`src/design/hsl2rgb_pkg.sv`:
```
// Shared types for the HSL-to-RGB pixel converter.
// Pixel structs and the hue sextant codes; no dependencies.
package hsl2rgb_pkg;

	typedef struct packed {
		logic [7:0] hue;
		logic [7:0] saturation;
		logic [7:0] lightness;
	} hsl_t;

	typedef struct packed {
		logic [7:0] red;
		logic [7:0] green;
		logic [7:0] blue;
	} rgb_t;

	// Hue sextant: upper bits of hue*6
	typedef enum logic [2:0] {
		SEXT_RED_YEL  = 3'd0,
		SEXT_YEL_GRN  = 3'd1,
		SEXT_GRN_CYN  = 3'd2,
		SEXT_CYN_BLU  = 3'd3,
		SEXT_BLU_MAG  = 3'd4,
		SEXT_MAG_RED  = 3'd5
	} sextant_t;

endpackage

```
`src/design/hsl_to_rgb_converter.sv`:
```
// Top level of the HSL-to-RGB pixel converter: three-stage pipeline.
// Depends on hsl2rgb_pkg for the pixel structs and sextant codes.
//
// Usage
//   Input channel pix: pix_valid / pix_stall / pix (hue, saturation, lightness).
//   Output channel rgb: rgb_valid / rgb_stall / rgb (red, green, blue).
//   A transaction completes on a rising clk edge with valid high and stall low.
//   Every input transaction yields exactly one output transaction, in order.
//
// Stages and throughput
//   An accepted input passes the stage 1, 2 and 3 registers to rgb. One pixel
//   per clock is sustained while rgb_stall is low. Stage 1 forms chroma with
//   an 9x8 multiply and hue*6, stage 2 forms the secondary component with a
//   second 9x8 multiply and the offset m, stage 3 routes by sextant and adds
//   m into the output register. The multipliers set the per-stage depth.
//
// Reset and back-pressure
//   arst_n clears all stage valid bits asynchronously; payload is not reset.
//   When the receiver stalls, the output holds; earlier stages keep filling
//   empty slots, so up to three pixels are buffered before pix_stall rises.
//   pix_stall depends combinationally on rgb_stall and the stage valid bits.
//   Zero lightness gives black regardless of hue and saturation.
module hsl_to_rgb_converter (
	input  logic                clk,
	input  logic                arst_n,
	input  logic                pix_valid,
	output logic                pix_stall,
	input  hsl2rgb_pkg::hsl_t   pix,
	output logic                rgb_valid,
	input  logic                rgb_stall,
	output hsl2rgb_pkg::rgb_t   rgb
);

	// stage valid bits and advance enables
	logic v_s1, v_s2, v_s3;
	logic adv1, adv2, adv3;

	// a stage moves when its successor is empty or moving
	assign adv3      = !v_s3 || !rgb_stall;
	assign adv2      = !v_s2 || adv3;
	assign adv1      = !v_s1 || adv2;
	assign pix_stall = !adv1;
	assign rgb_valid = v_s3;

	// ---------------- stage 1: chroma and hue*6 ----------------
	logic [8:0]  l1;
	logic [9:0]  dbl_l1;
	logic [9:0]  far_l1;
	logic [8:0]  c_fac;
	logic [16:0] c_prod;
	logic [10:0] hh;

	logic [7:0]  c_s1;
	logic [10:0] hh_s1;
	logic [7:0]  l_s1;

	always_comb begin
		l1     = {1'b0, pix.lightness} + 9'd1;
		dbl_l1 = {l1, 1'b0};
		far_l1 = 10'd512 - dbl_l1;
		// dark half uses 2*(l+1), light half 512-2*(l+1); both fit 9 bits
		if (!pix.lightness[7]) begin
			c_fac = dbl_l1[8:0];
		end else begin
			c_fac = far_l1[8:0];
		end
		c_prod = {8'd0, c_fac} * {9'd0, pix.saturation};
		hh     = {1'b0, pix.hue, 2'b00} + {2'b00, pix.hue, 1'b0};
	end

	always_ff @(posedge clk or negedge arst_n) begin
		if (!arst_n) begin
			v_s1 <= 1'b0;
		end else if (adv1) begin
			v_s1 <= pix_valid;
		end
	end

	always_ff @(posedge clk) begin
		if (adv1 && pix_valid) begin
			c_s1  <= c_prod[15:8];
			hh_s1 <= hh;
			l_s1  <= pix.lightness;
		end
	end

	// ---------------- stage 2: secondary component and offset ----------------
	logic [8:0]  mix;
	logic [8:0]  x_fac;
	logic [16:0] x_prod;
	logic [7:0]  m_val;

	logic [7:0]            c_s2;
	logic [7:0]            x_s2;
	logic [7:0]            m_s2;
	hsl2rgb_pkg::sextant_t sext_s2;
	logic                  black_s2;

	always_comb begin
		mix = {1'b0, hh_s1[7:0]} + 9'd1;
		// odd sextants ramp down
		if (hh_s1[8]) begin
			x_fac = 9'd256 - mix;
		end else begin
			x_fac = mix;
		end
		x_prod = {8'd0, x_fac} * {9'd0, c_s1};
		m_val  = l_s1 - {1'b0, c_s1[7:1]};
	end

	always_ff @(posedge clk or negedge arst_n) begin
		if (!arst_n) begin
			v_s2 <= 1'b0;
		end else if (adv2) begin
			v_s2 <= v_s1;
		end
	end

	always_ff @(posedge clk) begin
		if (adv2 && v_s1) begin
			c_s2     <= c_s1;
			x_s2     <= x_prod[15:8];
			m_s2     <= m_val;
			sext_s2  <= hsl2rgb_pkg::sextant_t'(hh_s1[10:8]);
			black_s2 <= (l_s1 == 8'd0);
		end
	end

	// ---------------- stage 3: channel routing and offset add ----------------
	logic [7:0]        r_pre, g_pre, b_pre;
	hsl2rgb_pkg::rgb_t rgb_nxt;

	always_comb begin
		unique case (sext_s2)
			hsl2rgb_pkg::SEXT_RED_YEL: begin
				r_pre = c_s2; g_pre = x_s2; b_pre = 8'd0;
			end
			hsl2rgb_pkg::SEXT_YEL_GRN: begin
				r_pre = x_s2; g_pre = c_s2; b_pre = 8'd0;
			end
			hsl2rgb_pkg::SEXT_GRN_CYN: begin
				r_pre = 8'd0; g_pre = c_s2; b_pre = x_s2;
			end
			hsl2rgb_pkg::SEXT_CYN_BLU: begin
				r_pre = 8'd0; g_pre = x_s2; b_pre = c_s2;
			end
			hsl2rgb_pkg::SEXT_BLU_MAG: begin
				r_pre = x_s2; g_pre = 8'd0; b_pre = c_s2;
			end
			default: begin
				r_pre = c_s2; g_pre = 8'd0; b_pre = x_s2;
			end
		endcase
		if (black_s2) begin
			rgb_nxt = '0;
		end else begin
			rgb_nxt.red   = r_pre + m_s2;
			rgb_nxt.green = g_pre + m_s2;
			rgb_nxt.blue  = b_pre + m_s2;
		end
	end

	always_ff @(posedge clk or negedge arst_n) begin
		if (!arst_n) begin
			v_s3 <= 1'b0;
		end else if (adv3) begin
			v_s3 <= v_s2;
		end
	end

	always_ff @(posedge clk) begin
		if (adv3 && v_s2) begin
			rgb <= rgb_nxt;
		end
	end

`ifndef NO_ASSERTIONS
	// a free output means every stage moves, so input never stalls
	a_no_stall_when_free: assert property (@(posedge clk) disable iff (!arst_n)
		!rgb_stall |-> !pix_stall)
		else $error("pix_stall high while output side is free");

	// input stalls only when all three stages are full and the output is held
	a_stall_only_when_full: assert property (@(posedge clk) disable iff (!arst_n)
		pix_stall |-> (v_s1 && v_s2 && v_s3 && rgb_stall))
		else $error("pix_stall high with room in the pipeline");

	// chroma plus offset never wraps
	a_no_wrap: assert property (@(posedge clk) disable iff (!arst_n)
		v_s2 |-> (({1'b0, c_s2} + {1'b0, m_s2}) <= 9'd255))
		else $error("chroma plus offset exceeds 8 bits");

	// secondary component never exceeds chroma
	a_x_le_c: assert property (@(posedge clk) disable iff (!arst_n)
		v_s2 |-> (x_s2 <= c_s2))
		else $error("secondary component above chroma");

	// held output stays put while the receiver stalls
	a_hold_on_stall: assert property (@(posedge clk) disable iff (!arst_n)
		(v_s3 && rgb_stall) |=> (v_s3 && $stable(rgb)))
		else $error("output changed under stall");
`endif

endmodule

```
`config.mk`:
```
export PLATFORM = sky130hd
export DESIGN_NAME = hsl_to_rgb_converter
export DESIGN_NICKNAME = d
export VERILOG_FILES = /design/src/design/hsl2rgb_pkg.sv /design/src/design/hsl_to_rgb_converter.sv
export SDC_FILE = /design/constraint.sdc
export NUM_CORES = 1
export LEC_CHECK = 0
export ABC_AREA = 1
export BUFFER_PORTS_ARGS = -buffer_cell sky130_fd_sc_hd__buf_4
export CAP_MARGIN = 20
export CORE_AREA = 5 5 177 179
export DETAILED_ROUTE_END_ITERATION = 10
export DIE_AREA = 0 0 182 184
export PLACE_DENSITY_LB_ADDON = 0.12
export SYNTH_ARGS = -nofsm -noshare
export SYNTH_HDL_FRONTEND = slang
export SYNTH_SLANG_ARGS = --single-unit
export TNS_END_PERCENT = 10
```
`constraint.sdc`:
```
create_clock -name clk -period 12.6 [get_ports clk]
set_input_delay 1.26 -clock clk [delete_from_list [all_inputs] [get_ports clk]]
set_output_delay 1.26 -clock clk [all_outputs]
set_load 0.01 [all_outputs]
```
==> results of run 1 <==
-- routing by layer --
metal	global-route usage, %	vias to the layer above	part of all wire (%)
li1	-	3396	-
met1	17.2	3136	48
met2	21.2	104	47
met3	2.04	15	3.0
met4	3.09	0	1.3
met5	0	-	0
-- sequential cells by signal (all words and copies together) (netlist names), 3 cells and up --
name     flops
hh_s1       10
m_s2         8
c_s1         8
rgb         24
c_s2         8
x_s2         8
sext_s2      3
l_s1         8
-- cells in the final DEF (no fill, tap or decap), types with 2 or more instances in the layout --
cell type   instances
o22ai_2             2
nor3b_1             4
o31ai_1             2
o21bai_1            4
nand3_2             3
o21a_1              2
inv_1             208
inv_2               7
nand2_2            10
and2_1              2
xnor2_1            11
nor4_1              3
or2_1               3
o21ai_4             2
a21oi_1            55
ha_1              102
nand3_1            20
dfrtp_1             3
or2_2               6
edfxtp_1           78
o22ai_1            22
o21ai_2             3
o21ai_0            28
a211oi_1            3
nand2_4             2
buf_4              55
nand2_1           170
nand4_1             9
clkinvlp_4          2
fa_1               74
nor3_1             12
o211ai_1            3
clkbuf_16           9
nor2_1            123
xor2_1             18
o21ai_1             3
nor2_2              4
-- stage by stage --
step / utilization [%] / area (um2) / std cells / setup WS [ns] / hold WS [ns]
4_1_cts: 33.6 / 9870 / 1472 / 6.46 / 0.474
5_1_grt: 33.7 / 9900 / 1473 / 6.06 / 0.491
3_5_place_dp: 32.6 / 9580 / 1456 / 6.10 / 0.457
2_1_floorplan: - / 8710 / 1017 / 6.73 / 0.400
3_3_place_gp: 32.6 / 9580 / 1456 / 6.13 / 0.457
6_report: 33.7 / 9900 / 1473 / 6.43 / 0.471
-- area by class of cell --
class / instances / area share (%)
Sequential cell: 81 / 24.4
Timing Repair Buffer: 56 / 4.45
Multi-Input combinational cell: 715 / 55.1
Tap cell: 390 / 4.93
Inverter: 215 / 8.15
Clock buffer: 10 / 2.31
Clock inverter: 6 / 0.683
-- worst max-delay path, stage by stage --
cell      delay [ns]
buf_4           0.17
ha_1            0.29
inv_1           0.06
nand2_1         0.05
nand2_1         0.08
o21ai_1         0.15
xor2_1          0.57
nor2_1          0.14
fa_1            0.56
inv_1           0.05
fa_1            0.47
inv_1           0.05
fa_1            0.52
inv_1           0.05
fa_1            0.52
inv_1           0.04
ha_1            0.33
a21oi_1         0.20
inv_1           0.08
a21oi_1         0.19
o211ai_1        0.11
a21oi_1         0.17
inv_1           0.06
nand2_1         0.06
nand2_1         0.04
-- worst max path at each step --
stage          startpoint  endpoint  depth (start not counted)
6_report           pix[0]   c_s1[7]                         25
5_1_grt            pix[0]   c_s1[7]                         25
4_1_cts            pix[0]   c_s1[7]                         25
3_5_place_dp       pix[0]   c_s1[7]                         25
3_3_place_gp       pix[0]   c_s1[7]                         25
2_1_floorplan      pix[0]   c_s1[7]                         23
-- logic make-up (layout without fill, tap and decap cells) --
group	after synthesis	after routing	synth area share, %
XOR/XNOR	31	31	3.42
buffers and inverters	221	287	9.70
flip-flops	81	81	27.8
AO/OA/AOI/OAI	134	134	9.11
adder cells (fa/ha/maj)	176	176	31.7
AND/OR/NAND/NOR	374	374	18.3
==> flow_summary.json, run 1 <==
{
  "first_global_vias": 6710,
  "core_mm2": 0.0294,
  "post_cts_buffers": 0,
  "initial_utilization_pct": 29.6,
  "fin_crit_sh_pct": 49.0,
  "whs_endpoint": "rgb_valid",
  "path_clk_slew_ns": 0.06,
  "rsz0062_at_grt": "no",
  "rr_worst_depth": 16,
  "design.die.area_mm2": 0.0335,
  "drc": 0,
  "drive_above_1_share_pct": 10.5,
  "numPortBuffers": 53,
  "crit_fanout": 13,
  "postRouteAntennaNets": 0,
  "seqCellArea_mm2": 0.00242,
  "status": "finished clean",
  "io_pins": 54,
  "die_w_um": 182,
  "reg2reg_from": "hh_s1[8]",
  "nNetsFinal": 1282,
  "synth_warnings": 0,
  "syn_inst": 1017,
  "skew_ns": 0.00942,
  "cts-root-buf": "clkbuf_16",
  "h-tree-depth": 3,
  "maxCapViolCount": 0,
  "tightestPinTransition_ns": 0.675,
  "regToRegSetupSlack_ns": 7.67,
  "place.gp.congestion": 0.866,
  "die_h_um": 184,
  "critPathCaptureType": "flop",
  "r2r_end": "x_s2[7]",
  "required_ns": 12.70,
  "syn-cell-area_mm2": 0.00871,
  "grt_max_degree": 29,
  "multi_input_area_mm2": 0.00545,
  "hpwlAfterDp_um": 17500,
  "min_path_type": "reg2reg",
  "synthTopCellsByArea": "edfxtp_1, fa_1, ha_1, inv_1, nand2_1",
  "num_antenna_cells": 0,
  "first_pass_iters": 5,
  "grt_usage_pct": 12.6,
  "fmax_mhz": 162,
  "critPathKind": "in2reg",
  "syn_to_final_growth_pct": 13.7,
  "synth_cell_types": 47,
  "cts.repair.resized": 0,
  "via_per_inst": 4.52,
  "crit_arrival_ns": 6.27,
  "dr_total_vias": 6651,
  "wl_per_cell_um": 13.9,
  "routed_wl_um": 20500,
  "rows": 63,
  "min_period_ns": 6.17,
  "critPathLaunchType": "primary input",
  "ys_async_sr_fraction_pct": 3.70,
  "grt_pass1_wl_um": 34300,
  "overflow": 0,
  "synth_nets": 1221,
  "antenna_found_initial": 0,
  "hold_buffers": 0,
  "synth_common_cells": "inv_1, nand2_1, nor2_1",
  "slew_viol_final": 0,
  "cts_buffers": 9,
  "synth_edf_count": 78,
  "synth.largest_area_cell": "edfxtp_1",
  "avgSynthCellArea_um2": 8.56,
  "worstHoldStart": "v_s2",
  "min_path_cells": 2,
  "clock-sinks": 81,
  "setup_tns_ns": 0,
  "yosysTopAreaCellShare_pct": 26.9,
  "fillers": 3135,
  "cts_tree": "built",
  "ys_ff_latch": 81,
  "hold_viol_final": 0,
  "setup_viol": 0,
  "slew_headroom_pct": 54.9,
  "cts_buffer_depth": 2,
  "synth_most_common_cell": "inv_1",
  "ys.flop_type": "edfxtp_1",
  "clk_latency_ns": 0.35,
  "ys_seq_area_share_pct": 27.8,
  "first_iter_violations": 326
}
Power of run 1 is not shown: default switching activity piles up to over one toggle a cycle in this logic, so the estimate is an artifact.
==> run 2, diff against run 1 <==
Clock period 12.6 ns to 5 ns, I/O delays scaled along.
==> run 2 against run 1 <==
Compared with the run above:
- sequential cell count did not move
- via count is 2.4% higher
- cell area up 7.6%
- count of clock-buffer cells in the layout unchanged
- clock skew about the same
- hold slack worse by 0.12 ns
- worst setup slack got worse by 6.3 ns
==> flow_summary.json, run 2 (synthesis results as in run 1) <==
{
  "status": "finished clean",
  "first_iter_violations": 273,
  "num_antenna_cells": 0,
  "crit_arrival_ns": 4.92,
  "timing.critical_path.mode_cell": "buf_4",
  "clock-sinks": 81,
  "cts-root-buf": "clkbuf_16",
  "skew_ns": 0.00986,
  "cts_buffer_depth": 2,
  "path_clk_slew_ns": 0.06,
  "clk_latency_ns": 0.34,
  "tightestPinTransition_ns": 0.467,
  "syn_to_final_growth_pct": 22.4,
  "rsz0062_at_grt": "yes",
  "setup_viol": 0,
  "multi_input_area_mm2": 0.00563,
  "grt_max_degree": 29,
  "h-tree-depth": 3,
  "drc": 0,
  "crit_chain": "buf_4 > buf_4 > nand3_1 > nand2_1 > nand2_2 > buf_4 > nand3_2 > nand2_4 > xor2_4 > buf_4 > nor2_1 > fa_1 > fa_1 > fa_1 > inv_1 > fa_1 > inv_1 > ha_4 > nand2_1 > buf_4 > nor4_2 > nand4_1 > nand3_1 > nand2_1",
  "design.die.area_mm2": 0.0335,
  "worst-path-buf-inv": 7,
  "rows": 63,
  "nNetsFinal": 1352,
  "grt_pass1_wl_um": 35100,
  "seqCellArea_mm2": 0.00242,
  "io_pins": 54,
  "grt_usage_pct": 12.9,
  "antenna_found_initial": 0,
  "critPathLaunchType": "primary input",
  "crit_fanout": 4,
  "initial_utilization_pct": 29.6,
  "critPathKind": "in2reg",
  "dr_total_vias": 6811,
  "overflow": 0,
  "numPortBuffers": 53,
  "maxCapViolCount": 0,
  "mostFrequentLayoutCells": "inv_1, nand2_1, buf_4",
  "first_global_vias": 6852,
  "routed_wl_um": 21200,
  "slew_viol_final": 0,
  "fin_crit_sh_pct": 96.4,
  "hpwlAfterDp_um": 17900,
  "required_ns": 5.10,
  "slew_headroom_pct": 68.8,
  "cts_tree": "built",
  "fin_area_mm2": 0.0107,
  "core_mm2": 0.0294,
  "die_w_um": 182,
  "wl_per_cell_um": 13.7,
  "top_register": "rgb",
  "layout_commonest_cell": "inv_1",
  "slowest_stage": "fa_1",
  "critPathCaptureType": "flop",
  "placed_area_mm2": 0.0100,
  "die_h_um": 184,
  "postRouteAntennaNets": 0,
  "fillers": 3075,
  "cts_buffers": 9,
  "hold_viol_final": 0,
  "reg_top3": "rgb (24), hh_s1 (10)",
  "via_per_inst": 4.41,
  "min_path_type": "in2reg",
  "cp_top_family": "adder cells",
  "max_stage_delay_ns": 0.57,
  "fmax_mhz": 207,
  "place.gp.congestion": 0.834,
  "min_period_ns": 4.82,
  "drive_above_1_share_pct": 18.5,
  "largest_reg_flops": 24,
  "first_pass_iters": 4
}
run 2: layout make-up:
type                    count  area share [%]
clock buffers              10            2.15
clock inverters             6           0.857
inverters                 215            7.58
multi-input cells         715            52.9
flip-flops and latches     81            22.7
well taps                 390            4.58
repair buffers            126            9.26
run 2: path summary, 6_finish.rpt:
path | from | endpoint | slack (ns) | depth (start not counted)
setup / recovery | pix[1] | c_s1[5] | 0.18 | 24
hold reg to reg | v_s2 | rgb_valid | 0.47 | 2
setup reg to reg | hh_s1[8] | x_s2[6] | 0.28 | 18
hold / removal | pix[16] | hh_s1[1] | 0.35 | 1
max in group asynchronous | arst_n | v_s1 | 4.44 | 2
min in group asynchronous | arst_n | rgb_valid | 0.47 | 2
run 2: worst register-to-register path, delay by kind of cell (launching register included):
kind / cells / cell delay [ns]
buf+inv: 4 / 0.42
flops: 1 / 0.39
simple gates: 6 / 0.67
fa+ha+maj: 5 / 2.39
compound gates: 3 / 0.63
run 2: metal layers:
metal,global-route usage (%),vias up,share of wire (%)
li1,-,3538,-
met1,17.9,3146,48
met2,21.3,106,47
met3,2.16,21,3.4
met4,3.12,0,1.4
met5,0,-,0
run 2: through the flow:
| stage | setup slack (ns) | util (%) | TNS (ns) | hold slack (ns) | std cells |
|---|---|---|---|---|---|
| global placement | -0.303 | 34.2 | -1.52 | 0.292 | 1514 |
| CTS | 0.00561 | 35.3 | 0 | 0.334 | 1531 |
| global route | -0.0475 | 36.2 | -0.113 | 0.332 | 1543 |
| detailed placement | -0.339 | 34.2 | -1.78 | 0.293 | 1514 |
| floorplan | 0.0139 | - | 0 | 0.204 | 1017 |
| finish | 0.179 | 36.2 | 0 | 0.347 | 1543 |
run 2: what timing repair did:
action                                  CTS  global route
gates resized for setup                   0            34
endpoints found under the setup margin    0            13
hold buffers                              1             0
setup buffers                             0            11
endpoints found under the hold margin     3             0
Power of run 2 is left out for the same reason.
==> run 3, diff against run 2 <==
==> constraint.sdc (replaced) <==
create_clock -name clk -period 5 [get_ports clk]
set_input_delay 0.25 -clock clk [delete_from_list [all_inputs] [get_ports clk]]
set_output_delay 0.25 -clock clk [all_outputs]
set_load 0.01 [all_outputs]
==> run 3 against run 2 <==
Compared with the run above:
- sequential share of layout area up 0.82 points
- hold slack worse by 0.24 ns
- highest routed layer unchanged
- fmax is 1.6% higher
- sequential cell count unchanged
- cell area down 3.5%
- global-route usage is 0.15 points higher
- wire length decreased by 0.74%
- core utilization is 1.3 points lower
- clock skew is 0.0037 ns higher
- register-to-register slack got worse by 0.03 ns
==> flow_summary.json, run 3 (synthesis results as in run 1) <==
{
  "die_h_um": 184,
  "syn_to_final_growth_pct": 18.1,
  "slowest_stage": "fa_1",
  "first_pass_iters": 5,
  "rsz0062_at_grt": "yes",
  "critPathKind": "reg2reg",
  "core_mm2": 0.0294,
  "maxCapViolCount": 0,
  "hold_viol_final": 0,
  "place_inst": 1497,
  "timing.critical_path.mode_cell": "fa_1",
  "crit_fanout": 8,
  "crit_arrival_ns": 4.83,
  "regToRegSetupSlack_ns": 0.25,
  "h-tree-depth": 3,
  "min_path_type": "in2reg",
  "place.gp.congestion": 0.822,
  "via_per_inst": 4.42,
  "fmax_mhz": 211,
  "nNetsFinal": 1328,
  "setup_viol": 0,
  "grt_max_degree": 29,
  "clk_latency_ns": 0.34,
  "cp_top_family": "adder cells",
  "cts-root-buf": "clkbuf_16",
  "max_stage_delay_ns": 0.52,
  "required_ns": 5.08,
  "reg_top3": "rgb (24), hh_s1 (10)",
  "top_register": "rgb",
  "first_iter_violations": 252,
  "num_antenna_cells": 0,
  "drc": 0,
  "grt_usage_pct": 13.1,
  "crit_chain": "clkbuf_2 > or2_2 > nand2_1 > inv_1 > nand2_1 > fa_1 > inv_1 > fa_1 > fa_1 > fa_1 > ha_1 > nand2_1 > nor2_1 > nand4_1 > o31ai_1 > buf_4 > xor2_1",
  "slew_headroom_pct": 70.2,
  "rows": 63,
  "skew_ns": 0.0135,
  "numPortBuffers": 53,
  "critPathLaunchType": "flop",
  "largest_reg_flops": 24,
  "overflow": 0,
  "worst-path-buf-inv": 4,
  "cts_buffers": 9,
  "postRouteAntennaNets": 0,
  "antenna_found_initial": 0,
  "final_cell_count_no_fill": 1519,
  "slew_viol_final": 0,
  "layout_commonest_cell": "inv_1",
  "routed_wl_um": 21000,
  "critPathCaptureType": "flop",
  "dr_total_vias": 6714,
  "status": "finished clean",
  "drive_above_1_share_pct": 14.9,
  "clock-sinks": 81,
  "cts_tree": "built",
  "design.die.area_mm2": 0.0335,
  "tightestPinTransition_ns": 0.448,
  "first_global_vias": 6959,
  "die_w_um": 182,
  "initial_utilization_pct": 29.6,
  "mostFrequentLayoutCells": "inv_1, nand2_1, nor2_1",
  "min_period_ns": 4.75,
  "grt_pass1_wl_um": 35700,
  "wl_per_cell_um": 13.8,
  "cts_buffer_depth": 2,
  "path_clk_slew_ns": 0.06,
  "fin_crit_sh_pct": 94.9,
  "hpwlAfterDp_um": 17900,
  "io_pins": 54
}
-- run 3: changes by cell type in the layout (fill, tap and decap cells not counted), moves of 4 or more --
cell / before / now
ha_4: 6 / 0
ha_1: 95 / 101
buf_4: 121 / 99
nor2_2: 8 / 4
nor2_1: 118 / 123
-- run 3: per-stage QoR --
stage	hold WS [ns]	area, um2	setup TNS, ns	utilization (%)	setup slack, ns
floorplan	-0.0456	8710	0	-	0.139
global placement	0.0422	9880	-0.115	33.6	-0.0755
detailed placement	0.0425	9880	-0.301	33.6	-0.121
CTS	0.0878	10200	0	34.7	0.115
global route	0.0876	10300	-0.0113	35.0	-0.0113
finish	0.104	10300	0	35.0	0.253
-- run 3: area by class of cell --
class / count / area (um2)
repair buffers: 102 / 786
clock buffers: 10 / 229
flip-flops and latches: 81 / 2420
well taps: 390 / 488
inverters: 215 / 807
fillers: 3108 / 19100
clock inverters: 6 / 66.3
multi-input cells: 715 / 5490
-- run 3: repair_timing --
item | in CTS | in global routing
setup endpoints to repair | 0 | 9
hold buffers | 1 | 0
hold endpoints to repair | 3 | 0
buffers inserted | 0 | 4
resized for setup | 0 | 9
-- run 3: final timing paths --
path | startpoint | end | cells after the start
max | hh_s1[8] | x_s2[4] | 17
min | pix[16] | hh_s1[1] | 1
max reg2reg | hh_s1[8] | x_s2[4] | 17
min reg2reg | v_s2 | rgb_valid | 2
max in group asynchronous | arst_n | v_s1 | 2
min in group asynchronous | arst_n | v_s2 | 2
-- run 3: worst reg2reg max path, stage by stage (launching register included) --
cell,delay [ns]
edfxtp_1,0.48
clkbuf_2,0.20
or2_2,0.30
nand2_1,0.08
inv_1,0.12
nand2_1,0.11
fa_1,0.42
inv_1,0.08
fa_1,0.44
fa_1,0.52
fa_1,0.50
ha_1,0.39
nand2_1,0.11
nor2_1,0.14
nand4_1,0.09
o31ai_1,0.29
buf_4,0.17
xor2_1,0.06
-- run 3: metal layers --
metal	vias up	GRT usage [%]	share of wire, %
met4	0	2.82	1.2
li1	3474	-	-
met3	19	1.92	2.6
met5	-	0	0
met2	87	21.8	47
met1	3134	18.2	49
Power of run 3 is left out for the same reason.
